==> src/ffba_pkg.sv <==
package ffba_pkg;

  localparam int POOL_UNITS = 1024;
  localparam int MAP_W = 16;
  localparam int HALF_W = MAP_W / 2;

  localparam logic [1:0] OP_ALLOC   = 2'd0;
  localparam logic [1:0] OP_REALLOC = 2'd1;
  localparam logic [1:0] OP_FREE    = 2'd2;

  localparam logic [1:0] STAT_OK      = 2'd0;
  localparam logic [1:0] STAT_NOMEM   = 2'd1;
  localparam logic [1:0] STAT_INVALID = 2'd2;
  localparam logic [1:0] STAT_FULL    = 2'd3;

  typedef enum logic [3:0] {
    S_CLEAR,
    S_IDLE,
    S_FIND,
    S_DECIDE,
    S_FIT_RD,
    S_FIT_LO,
    S_FIT_HI,
    S_RNG_RD,
    S_RNG_OP,
    S_TBL_WR
  } state_t;

  typedef enum logic [1:0] {
    RM_CHECK,
    RM_SET,
    RM_CLEAR
  } rng_mode_t;

  typedef struct packed {
    logic [1:0]  op;
    logic [9:0]  block_offset;
    logic [10:0] cur_length;
    logic [10:0] req_length;
  } ffba_cmd_t;

  typedef struct packed {
    logic [1:0]  status;
    logic [9:0]  out_offset;
    logic [31:0] out_address;
    logic [10:0] out_length;
    logic        moved;
  } ffba_res_t;

endpackage

==> src/first_fit_bitmap_allocator.sv <==
// First-fit allocator over a pool of POOL_UNITS units. Occupancy lives in a
// bitmap memory of 16-unit words, live blocks in a table memory of
// MAX_BLOCKS entries. After reset a clearing pass zeroes both memories;
// busy is high meanwhile. An item runs a search of the whole table, then,
// where needed, a first-fit scan of the bitmap words and a read-modify-write
// of each word of every range that it marks, checks or clears. busy stays
// high until the result: one item at a time. The result is shown for one
// cycle with done and cannot be stalled.
module first_fit_bitmap_allocator #(
  parameter int MAX_BLOCKS = 64
) (
  input  logic                 clk,
  input  logic                 rst,
  input  logic                 start,
  output logic                 busy,
  input  ffba_pkg::ffba_cmd_t  cmd,
  output logic                 done,
  output ffba_pkg::ffba_res_t  result,
  input  logic                 cfg_we,
  input  logic [31:0]          cfg_wdata
);

  localparam int POOL_UNITS = ffba_pkg::POOL_UNITS;
  localparam int MW = ffba_pkg::MAP_W;
  localparam int HW = ffba_pkg::HALF_W;
  localparam int WORDS = (POOL_UNITS + MW - 1) / MW;
  localparam int WAW = (WORDS > 1) ? $clog2(WORDS) : 1;
  localparam int TW = $clog2(MAX_BLOCKS);
  localparam int UW = (($clog2(POOL_UNITS + 1) > 11) ? $clog2(POOL_UNITS + 1) : 11) + 1;
  localparam int EW = 1 + 2 * UW;
  localparam int CLR_N = (WORDS > MAX_BLOCKS) ? WORDS : MAX_BLOCKS;
  localparam int CLW = $clog2(CLR_N);
  localparam logic [UW-1:0] POOL_U = UW'(POOL_UNITS);

  ffba_pkg::state_t state, state_next;
  ffba_pkg::rng_mode_t rmode, rmode_next;

  logic [CLW-1:0] ccnt, ccnt_next;
  logic [TW:0]    tcnt, tcnt_next;
  logic [1:0]     op_r, op_r_next;
  logic [UW-1:0]  off_r, off_r_next, cur_r, cur_r_next, req_r, req_r_next;
  logic           match_hit, match_hit_next, free_hit, free_hit_next;
  logic [TW-1:0]  match_idx, match_idx_next, free_idx, free_idx_next;
  logic [TW-1:0]  ent_idx, ent_idx_next;
  logic           ent_valid, ent_valid_next;
  logic [UW-1:0]  res_off, res_off_next, res_len, res_len_next;
  logic           res_moved, res_moved_next;
  logic [UW-1:0]  rlo, rlo_next, rhi, rhi_next;
  logic [WAW-1:0] rw, rw_next, fw, fw_next;
  logic [UW-1:0]  frun, frun_next, fs, fs_next;
  logic [31:0]    pool_base;

  logic           fin;
  logic [1:0]     fin_status;

  logic           bm_we, bm_re;
  logic [WAW-1:0] bm_waddr, bm_raddr;
  logic [MW-1:0]  bm_wdata, bm_rdata;
  logic           tb_we, tb_re;
  logic [TW-1:0]  tb_waddr, tb_raddr;
  logic [EW-1:0]  tb_wdata, tb_rdata;

  ffba_ram #(.DEPTH(WORDS), .WIDTH(MW)) u_map (
    .clk(clk), .we(bm_we), .waddr(bm_waddr), .wdata(bm_wdata),
    .re(bm_re), .raddr(bm_raddr), .rdata(bm_rdata)
  );

  ffba_ram #(.DEPTH(MAX_BLOCKS), .WIDTH(EW)) u_table (
    .clk(clk), .we(tb_we), .waddr(tb_waddr), .wdata(tb_wdata),
    .re(tb_re), .raddr(tb_raddr), .rdata(tb_rdata)
  );

  // decode helpers
  logic           e_valid;
  logic [UW-1:0]  e_start, e_len;
  logic [TW:0]    tcnt_m1;
  logic           eff_alloc, bad_req;
  logic [UW-1:0]  off_req, off_cur;
  logic [UW-1:0]  wbase_r, wbase_f, rhi_m1;
  logic [WAW-1:0] rlast;
  logic [MW-1:0]  rmask;

  assign e_valid = tb_rdata[EW-1];
  assign e_start = tb_rdata[2*UW-1:UW];
  assign e_len   = tb_rdata[UW-1:0];
  assign tcnt_m1 = tcnt - 1'b1;
  assign eff_alloc = (op_r == ffba_pkg::OP_ALLOC) ||
                     ((op_r == ffba_pkg::OP_REALLOC) && (cur_r == '0));
  assign bad_req = (req_r == '0) || (req_r > POOL_U);
  assign off_req = off_r + req_r;
  assign off_cur = off_r + cur_r;
  assign wbase_r = UW'({rw, 4'b0000});
  assign wbase_f = UW'({fw, 4'b0000});
  assign rhi_m1  = rhi - 1'b1;
  assign rlast   = rhi_m1[WAW+3:4];

  always_comb begin
    for (int i = 0; i < MW; i++) begin
      rmask[i] = ((wbase_r + UW'(i)) >= rlo) && ((wbase_r + UW'(i)) < rhi);
    end
  end

  // first-fit over one half word, run carried across halves and words
  logic [HW-1:0] fit_data;
  logic [UW-1:0] fit_base, fit_run, fit_s, fit_start, fit_u;
  logic          fit_found, fit_occ;

  always_comb begin
    fit_data  = (state == ffba_pkg::S_FIT_HI) ? bm_rdata[MW-1:HW] : bm_rdata[HW-1:0];
    fit_base  = (state == ffba_pkg::S_FIT_HI) ? wbase_f + UW'(HW) : wbase_f;
    fit_run   = frun;
    fit_s     = fs;
    fit_found = 1'b0;
    fit_start = '0;
    fit_u     = '0;
    fit_occ   = 1'b0;
    for (int i = 0; i < HW; i++) begin
      fit_u   = fit_base + UW'(i);
      fit_occ = fit_data[i] || (fit_u >= POOL_U);
      if (!fit_found) begin
        if (fit_occ) begin
          fit_run = '0;
          fit_s   = fit_u + 1'b1;
        end else begin
          fit_run = fit_run + 1'b1;
        end
        if (fit_run == req_r) begin
          fit_found = 1'b1;
          fit_start = fit_s;
        end
      end
    end
  end

  always_comb begin
    state_next = state;      rmode_next = rmode;
    ccnt_next = ccnt;        tcnt_next = tcnt;
    op_r_next = op_r;        off_r_next = off_r;
    cur_r_next = cur_r;      req_r_next = req_r;
    match_hit_next = match_hit;  match_idx_next = match_idx;
    free_hit_next = free_hit;    free_idx_next = free_idx;
    ent_idx_next = ent_idx;  ent_valid_next = ent_valid;
    res_off_next = res_off;  res_len_next = res_len;
    res_moved_next = res_moved;
    rlo_next = rlo;          rhi_next = rhi;
    rw_next = rw;            fw_next = fw;
    frun_next = frun;        fs_next = fs;
    fin = 1'b0;              fin_status = ffba_pkg::STAT_OK;
    bm_we = 1'b0;  bm_waddr = '0;  bm_wdata = '0;
    bm_re = 1'b0;  bm_raddr = '0;
    tb_we = 1'b0;  tb_waddr = '0;  tb_wdata = '0;
    tb_re = 1'b0;  tb_raddr = '0;

    unique case (state)
      ffba_pkg::S_CLEAR: begin
        bm_we    = ({1'b0, ccnt} < (CLW+1)'(WORDS));
        bm_waddr = ccnt[WAW-1:0];
        tb_we    = ({1'b0, ccnt} < (CLW+1)'(MAX_BLOCKS));
        tb_waddr = ccnt[TW-1:0];
        if (ccnt == CLW'(CLR_N - 1)) begin
          state_next = ffba_pkg::S_IDLE;
        end else begin
          ccnt_next = ccnt + 1'b1;
        end
      end

      ffba_pkg::S_IDLE: begin
        if (start) begin
          op_r_next      = cmd.op;
          off_r_next     = UW'(cmd.block_offset);
          cur_r_next     = UW'(cmd.cur_length);
          req_r_next     = UW'(cmd.req_length);
          match_hit_next = 1'b0;
          free_hit_next  = 1'b0;
          res_moved_next = 1'b0;
          tcnt_next      = '0;
          state_next     = ffba_pkg::S_FIND;
        end
      end

      // table search, one entry a cycle, each entry checked from the registered read data
      ffba_pkg::S_FIND: begin
        if (tcnt < (TW+1)'(MAX_BLOCKS)) begin
          tb_re    = 1'b1;
          tb_raddr = tcnt[TW-1:0];
        end
        if (tcnt != '0) begin
          if (e_valid && e_start == off_r && e_len == cur_r && !match_hit) begin
            match_hit_next = 1'b1;
            match_idx_next = tcnt_m1[TW-1:0];
          end
          if (!e_valid && !free_hit) begin
            free_hit_next = 1'b1;
            free_idx_next = tcnt_m1[TW-1:0];
          end
        end
        if (tcnt == (TW+1)'(MAX_BLOCKS)) begin
          state_next = ffba_pkg::S_DECIDE;
        end else begin
          tcnt_next = tcnt + 1'b1;
        end
      end

      ffba_pkg::S_DECIDE: begin
        if (eff_alloc) begin
          if (bad_req) begin
            fin = 1'b1;  fin_status = ffba_pkg::STAT_NOMEM;
          end else if (!free_hit) begin
            fin = 1'b1;  fin_status = ffba_pkg::STAT_FULL;
          end else begin
            ent_idx_next = free_idx;  ent_valid_next = 1'b1;
            fw_next = '0;  frun_next = '0;  fs_next = '0;
            state_next = ffba_pkg::S_FIT_RD;
          end
        end else if (op_r == ffba_pkg::OP_FREE) begin
          if (!match_hit) begin
            fin = 1'b1;  fin_status = ffba_pkg::STAT_INVALID;
          end else begin
            ent_idx_next = match_idx;  ent_valid_next = 1'b0;
            res_off_next = '0;  res_len_next = '0;
            rlo_next = off_r;  rhi_next = off_cur;  rw_next = off_r[WAW+3:4];
            rmode_next = ffba_pkg::RM_CLEAR;
            state_next = ffba_pkg::S_RNG_RD;
          end
        end else if (op_r == ffba_pkg::OP_REALLOC) begin
          if (!match_hit) begin
            fin = 1'b1;  fin_status = ffba_pkg::STAT_INVALID;
          end else if (req_r == '0) begin
            fin = 1'b1;  fin_status = ffba_pkg::STAT_NOMEM;
          end else begin
            ent_idx_next = match_idx;  ent_valid_next = 1'b1;
            res_off_next = off_r;  res_len_next = req_r;
            if (req_r == cur_r) begin
              state_next = ffba_pkg::S_TBL_WR;
            end else if (req_r < cur_r) begin
              rlo_next = off_req;  rhi_next = off_cur;  rw_next = off_req[WAW+3:4];
              rmode_next = ffba_pkg::RM_CLEAR;
              state_next = ffba_pkg::S_RNG_RD;
            end else if (off_req > POOL_U) begin
              fw_next = '0;  frun_next = '0;  fs_next = '0;
              state_next = ffba_pkg::S_FIT_RD;
            end else begin
              rlo_next = off_cur;  rhi_next = off_req;  rw_next = off_cur[WAW+3:4];
              rmode_next = ffba_pkg::RM_CHECK;
              state_next = ffba_pkg::S_RNG_RD;
            end
          end
        end else begin
          fin = 1'b1;  fin_status = ffba_pkg::STAT_NOMEM;
        end
      end

      ffba_pkg::S_FIT_RD: begin
        bm_re      = 1'b1;
        bm_raddr   = fw;
        state_next = ffba_pkg::S_FIT_LO;
      end

      ffba_pkg::S_FIT_LO, ffba_pkg::S_FIT_HI: begin
        frun_next = fit_run;
        fs_next   = fit_s;
        if (fit_found) begin
          res_off_next   = fit_start;
          res_len_next   = req_r;
          res_moved_next = !eff_alloc;
          rlo_next = fit_start;  rhi_next = fit_start + req_r;
          rw_next  = fit_start[WAW+3:4];
          rmode_next = ffba_pkg::RM_SET;
          state_next = ffba_pkg::S_RNG_RD;
        end else if (state == ffba_pkg::S_FIT_LO) begin
          state_next = ffba_pkg::S_FIT_HI;
        end else if (fw == WAW'(WORDS - 1)) begin
          fin = 1'b1;  fin_status = ffba_pkg::STAT_NOMEM;
        end else begin
          fw_next    = fw + 1'b1;
          bm_re      = 1'b1;
          bm_raddr   = fw + 1'b1;
          state_next = ffba_pkg::S_FIT_LO;
        end
      end

      ffba_pkg::S_RNG_RD: begin
        bm_re      = 1'b1;
        bm_raddr   = rw;
        state_next = ffba_pkg::S_RNG_OP;
      end

      // read-modify-write of one bitmap word; in check mode the word is only tested
      ffba_pkg::S_RNG_OP: begin
        if (rmode == ffba_pkg::RM_CHECK) begin
          if ((bm_rdata & rmask) != '0) begin
            // no room behind the block: relocate
            fw_next = '0;  frun_next = '0;  fs_next = '0;
            state_next = ffba_pkg::S_FIT_RD;
          end else if (rw == rlast) begin
            rw_next    = rlo[WAW+3:4];
            rmode_next = ffba_pkg::RM_SET;
            state_next = ffba_pkg::S_RNG_RD;
          end else begin
            rw_next    = rw + 1'b1;
            state_next = ffba_pkg::S_RNG_RD;
          end
        end else begin
          bm_we    = 1'b1;
          bm_waddr = rw;
          bm_wdata = (rmode == ffba_pkg::RM_SET) ? (bm_rdata | rmask) : (bm_rdata & ~rmask);
          if (rw != rlast) begin
            rw_next    = rw + 1'b1;
            state_next = ffba_pkg::S_RNG_RD;
          end else if (rmode == ffba_pkg::RM_SET && res_moved) begin
            // new run marked, now release the old block
            rlo_next = off_r;  rhi_next = off_cur;  rw_next = off_r[WAW+3:4];
            rmode_next = ffba_pkg::RM_CLEAR;
            state_next = ffba_pkg::S_RNG_RD;
          end else begin
            state_next = ffba_pkg::S_TBL_WR;
          end
        end
      end

      ffba_pkg::S_TBL_WR: begin
        tb_we    = 1'b1;
        tb_waddr = ent_idx;
        tb_wdata = {ent_valid, res_off, res_len};
        fin      = 1'b1;
      end

      default: state_next = ffba_pkg::S_CLEAR;
    endcase

    if (fin) begin
      state_next = ffba_pkg::S_IDLE;
    end
  end

  always_ff @(posedge clk) begin
    if (rst) begin
      state     <= ffba_pkg::S_CLEAR;
      ccnt      <= '0;
      done      <= 1'b0;
      pool_base <= '0;
    end else begin
      state <= state_next;
      ccnt  <= ccnt_next;
      done  <= fin;
      if (cfg_we) begin
        pool_base <= cfg_wdata;
      end
    end
  end

  always_ff @(posedge clk) begin
    rmode     <= rmode_next;
    tcnt      <= tcnt_next;
    op_r      <= op_r_next;
    off_r     <= off_r_next;
    cur_r     <= cur_r_next;
    req_r     <= req_r_next;
    match_hit <= match_hit_next;
    match_idx <= match_idx_next;
    free_hit  <= free_hit_next;
    free_idx  <= free_idx_next;
    ent_idx   <= ent_idx_next;
    ent_valid <= ent_valid_next;
    res_off   <= res_off_next;
    res_len   <= res_len_next;
    res_moved <= res_moved_next;
    rlo       <= rlo_next;
    rhi       <= rhi_next;
    rw        <= rw_next;
    fw        <= fw_next;
    frun      <= frun_next;
    fs        <= fs_next;
    if (fin) begin
      result.status <= fin_status;
      if (fin_status == ffba_pkg::STAT_OK) begin
        result.out_offset  <= res_off[9:0];
        result.out_length  <= res_len[10:0];
        result.moved       <= res_moved;
        result.out_address <= (res_len != '0) ? pool_base + 32'(res_off) : 32'd0;
      end else begin
        result.out_offset  <= '0;
        result.out_length  <= '0;
        result.moved       <= 1'b0;
        result.out_address <= '0;
      end
    end
  end

  assign busy = (state != ffba_pkg::S_IDLE);

  a_one_beat: assert property (@(posedge clk) disable iff (rst) done |=> !done)
    else $error("result strobe held for more than one cycle");

  a_accept_busy: assert property (@(posedge clk) disable iff (rst)
    (start && !busy) |=> busy)
    else $error("accepted command did not raise busy");

  a_moved_ok: assert property (@(posedge clk) disable iff (rst)
    (done && result.moved) |-> (result.status == ffba_pkg::STAT_OK))
    else $error("moved flag on a failed request");

  a_err_zero: assert property (@(posedge clk) disable iff (rst)
    (done && result.status != ffba_pkg::STAT_OK) |->
      (result.out_length == '0 && result.out_address == '0))
    else $error("error result carries a block");

endmodule

==> src/ffba_ram.sv <==
module ffba_ram #(
  parameter int DEPTH = 16,
  parameter int WIDTH = 16,
  localparam int AW = (DEPTH > 1) ? $clog2(DEPTH) : 1
) (
  input  logic             clk,
  input  logic             we,
  input  logic [AW-1:0]    waddr,
  input  logic [WIDTH-1:0] wdata,
  input  logic             re,
  input  logic [AW-1:0]    raddr,
  output logic [WIDTH-1:0] rdata
);

  logic [WIDTH-1:0] mem [DEPTH];

  always_ff @(posedge clk) begin
    if (we) begin
      mem[waddr] <= wdata;
    end
    if (re) begin
      rdata <= mem[raddr];
    end
  end

endmodule

==> config.mk <==
export PLATFORM = sky130hd
export DESIGN_NAME = first_fit_bitmap_allocator
export DESIGN_NICKNAME = d
export VERILOG_FILES = /design/src/ffba_pkg.sv /design/src/first_fit_bitmap_allocator.sv /design/src/ffba_ram.sv
export SDC_FILE = /design/constraint.sdc
export NUM_CORES = 2
export LEC_CHECK = 0
export BUFFER_PORTS_ARGS = -buffer_cell sky130_fd_sc_hd__buf_2
export CELL_PAD_IN_SITES_DETAIL_PLACEMENT = 1
export CELL_PAD_IN_SITES_GLOBAL_PLACEMENT = 1
export CORE_MARGIN = 3
export CORE_UTILIZATION = 35
export CTS_CLUSTER_SIZE = 25
export DETAILED_ROUTE_END_ITERATION = 8
export GPL_TIMING_DRIVEN = 0
export PLACE_DENSITY_LB_ADDON = 0.1
export SKIP_CTS_REPAIR_TIMING = 1
export SYNTH_ARGS = -nofsm -noshare
export SYNTH_HDL_FRONTEND = slang
export SYNTH_SLANG_ARGS = --single-unit
==> constraint.sdc <==
create_clock -name clk -period 13.2 [get_ports clk]
set_input_delay 1.32 -clock clk [delete_from_list [all_inputs] [get_ports clk]]
set_output_delay 1.32 -clock clk [all_outputs]
set_load 0.005 [all_outputs]
### Word-level counts from Yosys, hierarchy flattened

Memory sizes are Yosys's and may differ from the RTL's. A register that Yosys moved wholly into a read port is not among the register bits.
Index checks and enable logic that the tools add are counted.

* register bits after elaboration: 248
* RAM bits: 2624
* bits of input ports: 70
* output and inout port bits: 58
* word-level logic and storage cells: 568
* memories kept: 2

Memories
* u_table.mem: words 64, width 25, rd ports 1, clocked after memory_dff 1, write ports 1, RTL line ffba_ram.sv:15 `logic [WIDTH-1:0] mem [DEPTH];`
* u_map.mem: words 64, width 16, rd ports 1, clocked after memory_dff 1, write ports 1, RTL line ffba_ram.sv:15

* add/sub/neg operators: 48
* order comparisons: 44
* eq/ne operators: 87
* multiplexer cells: 278
* bitwise logic cells: 6
* reduce and logical (&&, ||, !) cells: 72

Operators with widths (number)
* 12-bit two-way mux: 106
* 6-bit two-way mux: 44
* 12-bit by 1-bit adder with 12-bit output (second input constant): 15
* 12-bit >= comparator: 15
* 11-bit by 12-bit < comparator with 1-bit output: 15
* 12-bit one-hot mux with 3 select lines: 4
* 12-bit by 11-bit == test with 1-bit output: 9
* 10-bit by 4-bit adder with 11-bit output (second input constant): 9
* 12-bit by 11-bit >= comparator with 1-bit output (second input constant): 7
* 4-bit two-way mux: 18
* 3-bit != test (second input constant): 24
* 1-bit two-way mux: 56
* 6-bit one-hot mux with 3 select lines: 3
* 2-bit two-way mux: 25
* 11-bit by 3-bit adder with 12-bit output (second input constant): 4
* 16-bit two-way mux: 3
* 12-bit one-hot mux with 2 select lines: 2
* 10-bit by 3-bit adder with 11-bit output (second input constant): 4
* 2-bit != test (second input constant): 20
* 4-bit != test (second input constant): 9
* 4-bit one-hot mux with 9 select lines: 1
* 11-bit AND reduction: 3
* 32-bit by 12-bit adder with 32-bit output: 1
* 16-bit AND: 2
* 63 further kinds: 136

### Depth between registers and ports, before layout

* word-level depth: 39
* depth in mapped cells: 74
* mapped depth without buffers: 65

### Hierarchy

Synthesis repeated with hierarchy kept, for this count alone.

* cells, all modules: 7560
* area total of the unflattened synthesis: 126561.4 um^2

Modules (own cells, without submodules)
* ffba_ram (u_table): instances 1, cells each 2884, area each 62767.7 um^2, sequential area each 48796.8 um^2
* ffba_ram (u_map): instances 1, cells each 1766, area each 39874.5 um^2, sequential area each 31230.0 um^2
* first_fit_bitmap_allocator: instances 1, cells each 2910, area each 23919.2 um^2, sequential area each 6986.7 um^2

### Worst setup path before layout

No wires, ideal clock.

* path type: reg-to-reg
* start point: register state[0]
* end point: register rhi[11] (data pin)
* library setup time: 0.268 ns
* arrival: 13.884 ns
* required time: 12.932 ns
* path slack: -0.951 ns
* cell stages (with the launch flop): 71
* buffers on the path: 11
* clock period less this slack: 14.151 ns
* cells stage by stage: dfxtp_1 nand4bb_1 buf_4 inv_2 mux2i_2 buf_2 and2_1 ha_1 nor2_1 a211oi_1 or3_1 o311ai_1 or4_4 or4b_1 buf_2 o21ai_1 buf_2 clkbuf_1 (+35 left out) and4_1 nor2_1 clkbuf_1 nor3_1 ha_1 a21o_1 a21oi_1 o21bai_1 a21oi_1 o21bai_1 a21oi_1 o21bai_1 a21oi_1 o21bai_1 a21oi_1 xnor2_1 o21ai_0 o21ai_0

* cells in the longest elaborated chain, start to end: 38
* elaborated cells between the ends (all ways): 122
* classes of those cells: 22 x add/sub; 8 x order compare; 12 x eq/ne; 71 x mux; 9 x reduce/logical

RTL lines
* start, declared: RTL line first_fit_bitmap_allocator.sv:35 `ffba_pkg::state_t state, state_next;`
* start signal, assigned: RTL line first_fit_bitmap_allocator.sv:338 `state <= ffba_pkg::S_CLEAR;`
* start signal, assigned: RTL line first_fit_bitmap_allocator.sv:343 `state <= state_next;`
* 4-bit by 3-bit == test with 1-bit output: RTL line first_fit_bitmap_allocator.sv:109, first_fit_bitmap_allocator.sv:110, first_fit_bitmap_allocator.sv:154
* 11-bit two-way mux: RTL line first_fit_bitmap_allocator.sv:110 `fit_base = (state == ffba_pkg::S_FIT_HI) ? wbase_f + UW'(HW) : wbase_f;`
* 11-bit >= comparator: RTL line first_fit_bitmap_allocator.sv:119 `fit_occ = fit_data[i] || (fit_u >= POOL_U);`
* 1-bit logical OR: RTL line first_fit_bitmap_allocator.sv:119
* 12-bit two-way mux: RTL line first_fit_bitmap_allocator.sv:121 `if (fit_occ) begin`
* 12-bit by 1-bit adder with 12-bit output: RTL line first_fit_bitmap_allocator.sv:125 `fit_run = fit_run + 1'b1;`
* 12-bit two-way mux: RTL line first_fit_bitmap_allocator.sv:121
* 12-bit two-way mux (2 in a row): RTL line first_fit_bitmap_allocator.sv:120 `if (!fit_found) begin`
* (+22 left out)
* 12-bit two-way mux: RTL line first_fit_bitmap_allocator.sv:120
* 12-bit by 11-bit == test with 1-bit output: RTL line first_fit_bitmap_allocator.sv:127 `if (fit_run == req_r) begin`
* 12-bit two-way mux: RTL line first_fit_bitmap_allocator.sv:127
* 12-bit two-way mux: RTL line first_fit_bitmap_allocator.sv:120
* 12-bit by 11-bit adder with 12-bit output: RTL line first_fit_bitmap_allocator.sv:266 `rlo_next = fit_start; rhi_next = fit_start + req_r;`
* 12-bit two-way mux: RTL line first_fit_bitmap_allocator.sv:262 `if (fit_found) begin`
* 12-bit one-hot mux with 3 select lines (*): RTL line first_fit_bitmap_allocator.sv:154 `unique case (state)`
* via rhi_next[11]: RTL line first_fit_bitmap_allocator.sv:48 `logic [UW-1:0] rlo, rlo_next, rhi, rhi_next;`
* end signal, assigned: RTL line first_fit_bitmap_allocator.sv:369 `rhi <= rhi_next;`
* end, declared: RTL line first_fit_bitmap_allocator.sv:48

The timed path passes the listed nets; every way through them passes the cells marked *. The select of a mux whose other input is x is not followed.
A chain may end at the register's enable or synchronous reset.

### Worst setup path in the final report

* start point: register state[0]
* end point: register u_map.rdata[6] (read register of u_map.mem) (data pin)

* cells in the longest elaborated chain, start to end: 37
* elaborated cells between the ends (all ways): 88
* classes of those cells: 14 x add/sub; 8 x order compare; 12 x eq/ne; 44 x mux; 10 x reduce/logical

RTL lines
* 4-bit by 3-bit == test with 1-bit output: RTL line first_fit_bitmap_allocator.sv:109, first_fit_bitmap_allocator.sv:110, first_fit_bitmap_allocator.sv:154
* 11-bit two-way mux: RTL line first_fit_bitmap_allocator.sv:110
* 11-bit >= comparator: RTL line first_fit_bitmap_allocator.sv:119
* 1-bit logical OR: RTL line first_fit_bitmap_allocator.sv:119
* 12-bit two-way mux: RTL line first_fit_bitmap_allocator.sv:121
* 12-bit by 1-bit adder with 12-bit output: RTL line first_fit_bitmap_allocator.sv:125
* 12-bit two-way mux: RTL line first_fit_bitmap_allocator.sv:121
* 12-bit two-way mux (2 in a row): RTL line first_fit_bitmap_allocator.sv:120
* (+20 left out)
* 12-bit by 1-bit adder with 12-bit output: RTL line first_fit_bitmap_allocator.sv:125
* 12-bit two-way mux: RTL line first_fit_bitmap_allocator.sv:121
* 12-bit two-way mux: RTL line first_fit_bitmap_allocator.sv:120
* 12-bit by 11-bit == test with 1-bit output: RTL line first_fit_bitmap_allocator.sv:127
* 1-bit two-way mux: RTL line first_fit_bitmap_allocator.sv:127
* 1-bit two-way mux: RTL line first_fit_bitmap_allocator.sv:120
* 6-bit two-way mux / 1-bit two-way mux (equally long branches): RTL line first_fit_bitmap_allocator.sv:262
* 6-bit one-hot mux with 3 select lines / 1-bit one-hot mux with 2 select lines (equally long branches): RTL line first_fit_bitmap_allocator.sv:154
* end, declared: RTL line ffba_ram.sv:12 `output logic [WIDTH-1:0] rdata`

Parallel ways exist; a longest one is shown, timed or not. The select of a mux whose other input is x is not followed.

==> results by stage <==
Drt:
- The count of nets left with antenna violations once routing finished came out at 0.
- The final wirelength is 452,000 um.
- After detailed routing, the average wire length per cell comes to 31.2 um.
- For this block, the via count after detailed routing is 81,800.
- The initial detailed-routing violation count is 7,198.
- The first detailed-routing pass ran for 6 iterations.
- The number of vias per cell is 5.66.
- After detailed routing, the number of remaining DRC violations is 0.

Logic synthesis:
- Counting flops with an async set or reset pin after synthesis yields a share of 0.
- The most area-hungry cell type in the Yosys netlist is sky130_fd_sc_hd__edfxtp_1.
- After synthesis, the netlist uses 122 different library cells.
- By area the synthesized netlist is led by sky130_fd_sc_hd__edfxtp_1 67%, sky130_fd_sc_hd__mux4_2 6.3%, sky130_fd_sc_hd__nand2_1 2.5%.
- The total standard cell area after synthesis is 0.125 mm2.
- The cell with the most instances after synthesis is sky130_fd_sc_hd__edfxtp_1.
- Synthesis produced a netlist whose cell count is 8,703.
- The number of flip-flops and latches in the synthesized netlist is 2,847.
- In this run the mean area of a mapped cell was 14.3 um2.
- The number of nets produced by synthesis is 8,865.
- The post-synthesis sequential area ratio is 0.681.
- For this run, the number of Yosys warnings is 0.
- The area share of the largest cell type after synthesis is 0.675.
- Ranked by instance count, the synthesized netlist is headed by 2,804 x sky130_fd_sc_hd__edfxtp_1, 823 x sky130_fd_sc_hd__nand2_1, 529 x sky130_fd_sc_hd__o21ai_0.
- The most used flip-flop cell after synthesis is sky130_fd_sc_hd__edfxtp_1.
- The synthesized design contains 2,804 enable-type register cells.

Placement:
- The final estimated routing congestion in global placement is 0.964.
- The area after detailed placement is 0.135 mm2.
- The placed instance count is 13,700.
- The wire-length estimate of the detail-placed layout is 326,000 um.
- The number of port buffers is 126.

GRT:
- The first global-routing pass estimated 635,000 um of wire.
- For this run, global-route usage on met3 was measured as 0.0257.
- The routing layer with the top usage in global route is met2.
- The global router's overall resource usage is 0.241.
- The routing usage on met2 is 0.395.
- The number of global-route vias before repair is 83,200.
- For this run, global-route usage on met1 was measured as 0.335.
- The maximum number of pins on one net before global-route repair is 65.
- The number of antenna violations at the first check in global routing is 49.
- The sum of overflow across all layers after global routing is 0.

Clock tree:
- The clock transition at the registers of the reported paths is 0.06 ns.
- CTS built an H-tree with a depth of 5.
- TritonCTS created 318 clock buffers.
- The sink count of the clock tree is 2,847.
- The clock passes through at most 4 buffers.
- The clock tree from TritonCTS is built.
- Clock tree synthesis selected as its root buffer the cell sky130_fd_sc_hd__clkbuf_16.
- The clock insertion delay at the later pin of the skew report is 0.94 ns.

Worst setup path:
- The destination of the critical timing path is u_map.rdata[6].
- The cell with the largest stage delay on the worst path is sky130_fd_sc_hd__or4_4.
- The origin of the critical flop-to-flop path is state[0].
- The setup path with the least slack is of type flop to flop.
- The worst reg2reg path depth is 64.
- In this run the worst setup path begins at state[0].
- The worst register-to-register path has a setup slack of -0.89 ns.
- The arrival time of the worst setup path is 14.60 ns.
- The critical path data required time is 13.71 ns.
- Of all nets on the critical path, the largest fanout is 10.
- The maximum cell stage delay along the critical path is 0.56 ns.
- The cell with the most instances on the worst path is sky130_fd_sc_hd__buf_8.
- The capture instance of the worst register-to-register path is u_map.rdata[6].
- The endpoint kind of the worst setup timing path is a flop.
- The startpoint type of the worst setup path is a flop.

Run status:
- The final reports fail on capacitance limit, slew limit, setup timing.
- The flow ran to the end, but the final reports show violations.

STA:
- The number of pins with negative max-slew slack in the final report is 2.
- Setup violations remaining at the end of the flow were counted as 34.
- After layout, the minimum clock period comes to 14.09 ns.
- The total negative slack is -15.38 ns.
- Setup repair after global routing could not meet its margin everywhere.
- Headroom to the max-slew limit came out at -0.141.
- The transition time at the pin with the least slew margin is 1.70 ns.
- The number of endpoints with negative hold slack in the final report is 0.
- In the finished design, the share of the clock period the worst path needs comes to 1.07.
- Timing would allow up to 71.0 MHz.
- The clock skew is 0.0925 ns.
- Across all setup checks in the final design, the least slack found is -0.891 ns.

Power and ir drop:
- The analysis attributes to cell leakage a power of 43.8 nW.
- The completed layout was analyzed and its total power is 21.0 mW.
- The internal cell power is 15.7 mW.
- VDD sags by at most 0.126 mV.
- The share of total power dissipated in sequential elements is 0.488.
- The power per standard cell area is 140 mW/mm2.
- The share of total power consumed by net switching is 0.252.
- Of the total power, combinational logic draws 0.098.
- Summed over all nets, the switching power comes to 5.27 mW.
- The share of total power dissipated in the clock network is 0.413.

Floorplan:
- During I/O placement, the number of pins put on the boundary was 128.
- The floorplan step set the die width to 603 um.
- The core outline area is 0.354 mm2.
- The floorplan has 218 rows.
- The die boundary height is 603 um.
- The die covers 0.364 mm2.
- The initial utilization of the core area, before any placement, comes to 0.353.

Finish:
- With fillers left out, the area of the finished cells amounts to 0.149 mm2.
- The fraction of layout cells with a size suffix above 1 is 0.206.
- In the final design database the tool counted 9,628 nets.
- Once layout is complete, the cells apart from fillers number 14,500.
- The area growth from synthesis to final layout is 19.6%.

Job:
- The tool flagged a number of max-cap violations equal to 2.

Worst hold path:
- In this run the worst hold path is classified as flop to flop.
[metal layers]
metal	vias to the layer above	wire length, um
met5	-	13
met4	2	16500
met3	601	20000
met2	2263	216000
met1	43200	199000
li1	35700	-
[final cells by class]
cell class                      instances  area, um2
Tap cell                             4730       5920
Clock buffer                          400       8380
Buffer                                563       3000
Fill cell                           35600     204000
Timing Repair Buffer                  447       4860
Clock inverter                        163       1660
Multi-Input combinational cell       5199      40000
Sequential cell                      2847      85100
Antenna cell                           19       47.5
Inverter                               90        352
[sequential cells by signal (all words and copies together) (netlist names), 7 cells and up]
| signal | flops |
|---|---|
| req_r | 11 |
| rhi | 12 |
| u_map.mem | 1024 |
| pool_base | 32 |
| tcnt | 7 |
| res_off | 12 |
| frun | 12 |
| u_table.rdata | 24 |
| u_map.rdata | 16 |
| result | 56 |
| rlo | 12 |
| cur_r | 11 |
| fs | 12 |
| off_r | 10 |
| res_len | 11 |
| u_table.mem | 1536 |
[layout by cell type, fill, tap and decap left out, types with 219 or more instances in the layout]
cell type and instances:
sky130_fd_sc_hd__a21oi_1 281, sky130_fd_sc_hd__clkbuf_1 409, sky130_fd_sc_hd__clkbuf_16 328, sky130_fd_sc_hd__edfxtp_1 2804
sky130_fd_sc_hd__mux4_2 351, sky130_fd_sc_hd__nand2_1 803, sky130_fd_sc_hd__nand3_1 254, sky130_fd_sc_hd__nor2_1 322
sky130_fd_sc_hd__o211ai_1 219, sky130_fd_sc_hd__o21ai_0 511, sky130_fd_sc_hd__or3_1 408
[kinds of logic (layout without fill, tap and decap cells)]
group	Yosys count	count (layout)	share of synthesized area
muxes	542	542	0.0789
xor gates and xnor gates	182	182	0.0132
other	0	19	0
AOI/OAI and AO/OA	1790	1790	0.0918
buffers and inverters	657	1663	0.0218
DFF	2847	2847	0.681
adders and majority gates	92	92	0.00946
and+or+nand+nor	2593	2593	0.103
[critical path: cells and delay by family (launching register included)]
kind,cells,cell delay [ns]
DFF,1,0.35
and+or+nand+nor,19,4.35
AOI/OAI and AO/OA,22,4.99
adders and majority gates,4,0.82
buffers and inverters,16,2.46
xor gates and xnor gates,1,0.12
muxes,2,0.59
[power groups by stage]
stage | sequential [mW] | combinational [mW] | clock, mW
global route | 10.3 | 2.18 | 9.20
detailed placement | 10.4 | 2.00 | 0
floorplan | 10.4 | 0.991 | 0
global placement | 10.4 | 1.86 | 0
CTS | 10.2 | 2.01 | 8.83
finish | 10.2 | 2.06 | 8.66
[stage by stage]
| stage | hold slack [ns] | util | setup slack, ns |
|---|---|---|---|
| floorplan | 0.465 | - | 0.00930 |
| global placement | 0.480 | 0.372 | -7.10 |
| detailed placement | 0.502 | 0.382 | -6.64 |
| CTS | 0.479 | 0.411 | -6.66 |
| global route | 0.514 | 0.422 | -1.29 |
| finish | 0.508 | 0.422 | -0.891 |
[worst min-delay path by stage]
stage                     to           from  slack [ns]  cells past startpoint
6_report       pool_base[10]  pool_base[10]        0.51                      2
5_1_grt             cur_r[9]        cmd[20]        0.51                      1
4_1_cts             cur_r[9]        cmd[20]        0.48                      1
3_5_place_dp   pool_base[10]  pool_base[10]        0.50                      2
3_3_place_gp    pool_base[9]   pool_base[9]        0.48                      2
2_1_floorplan   pool_base[0]   pool_base[0]        0.46                      2
Note: power is estimated with default switching activity, not from simulation.
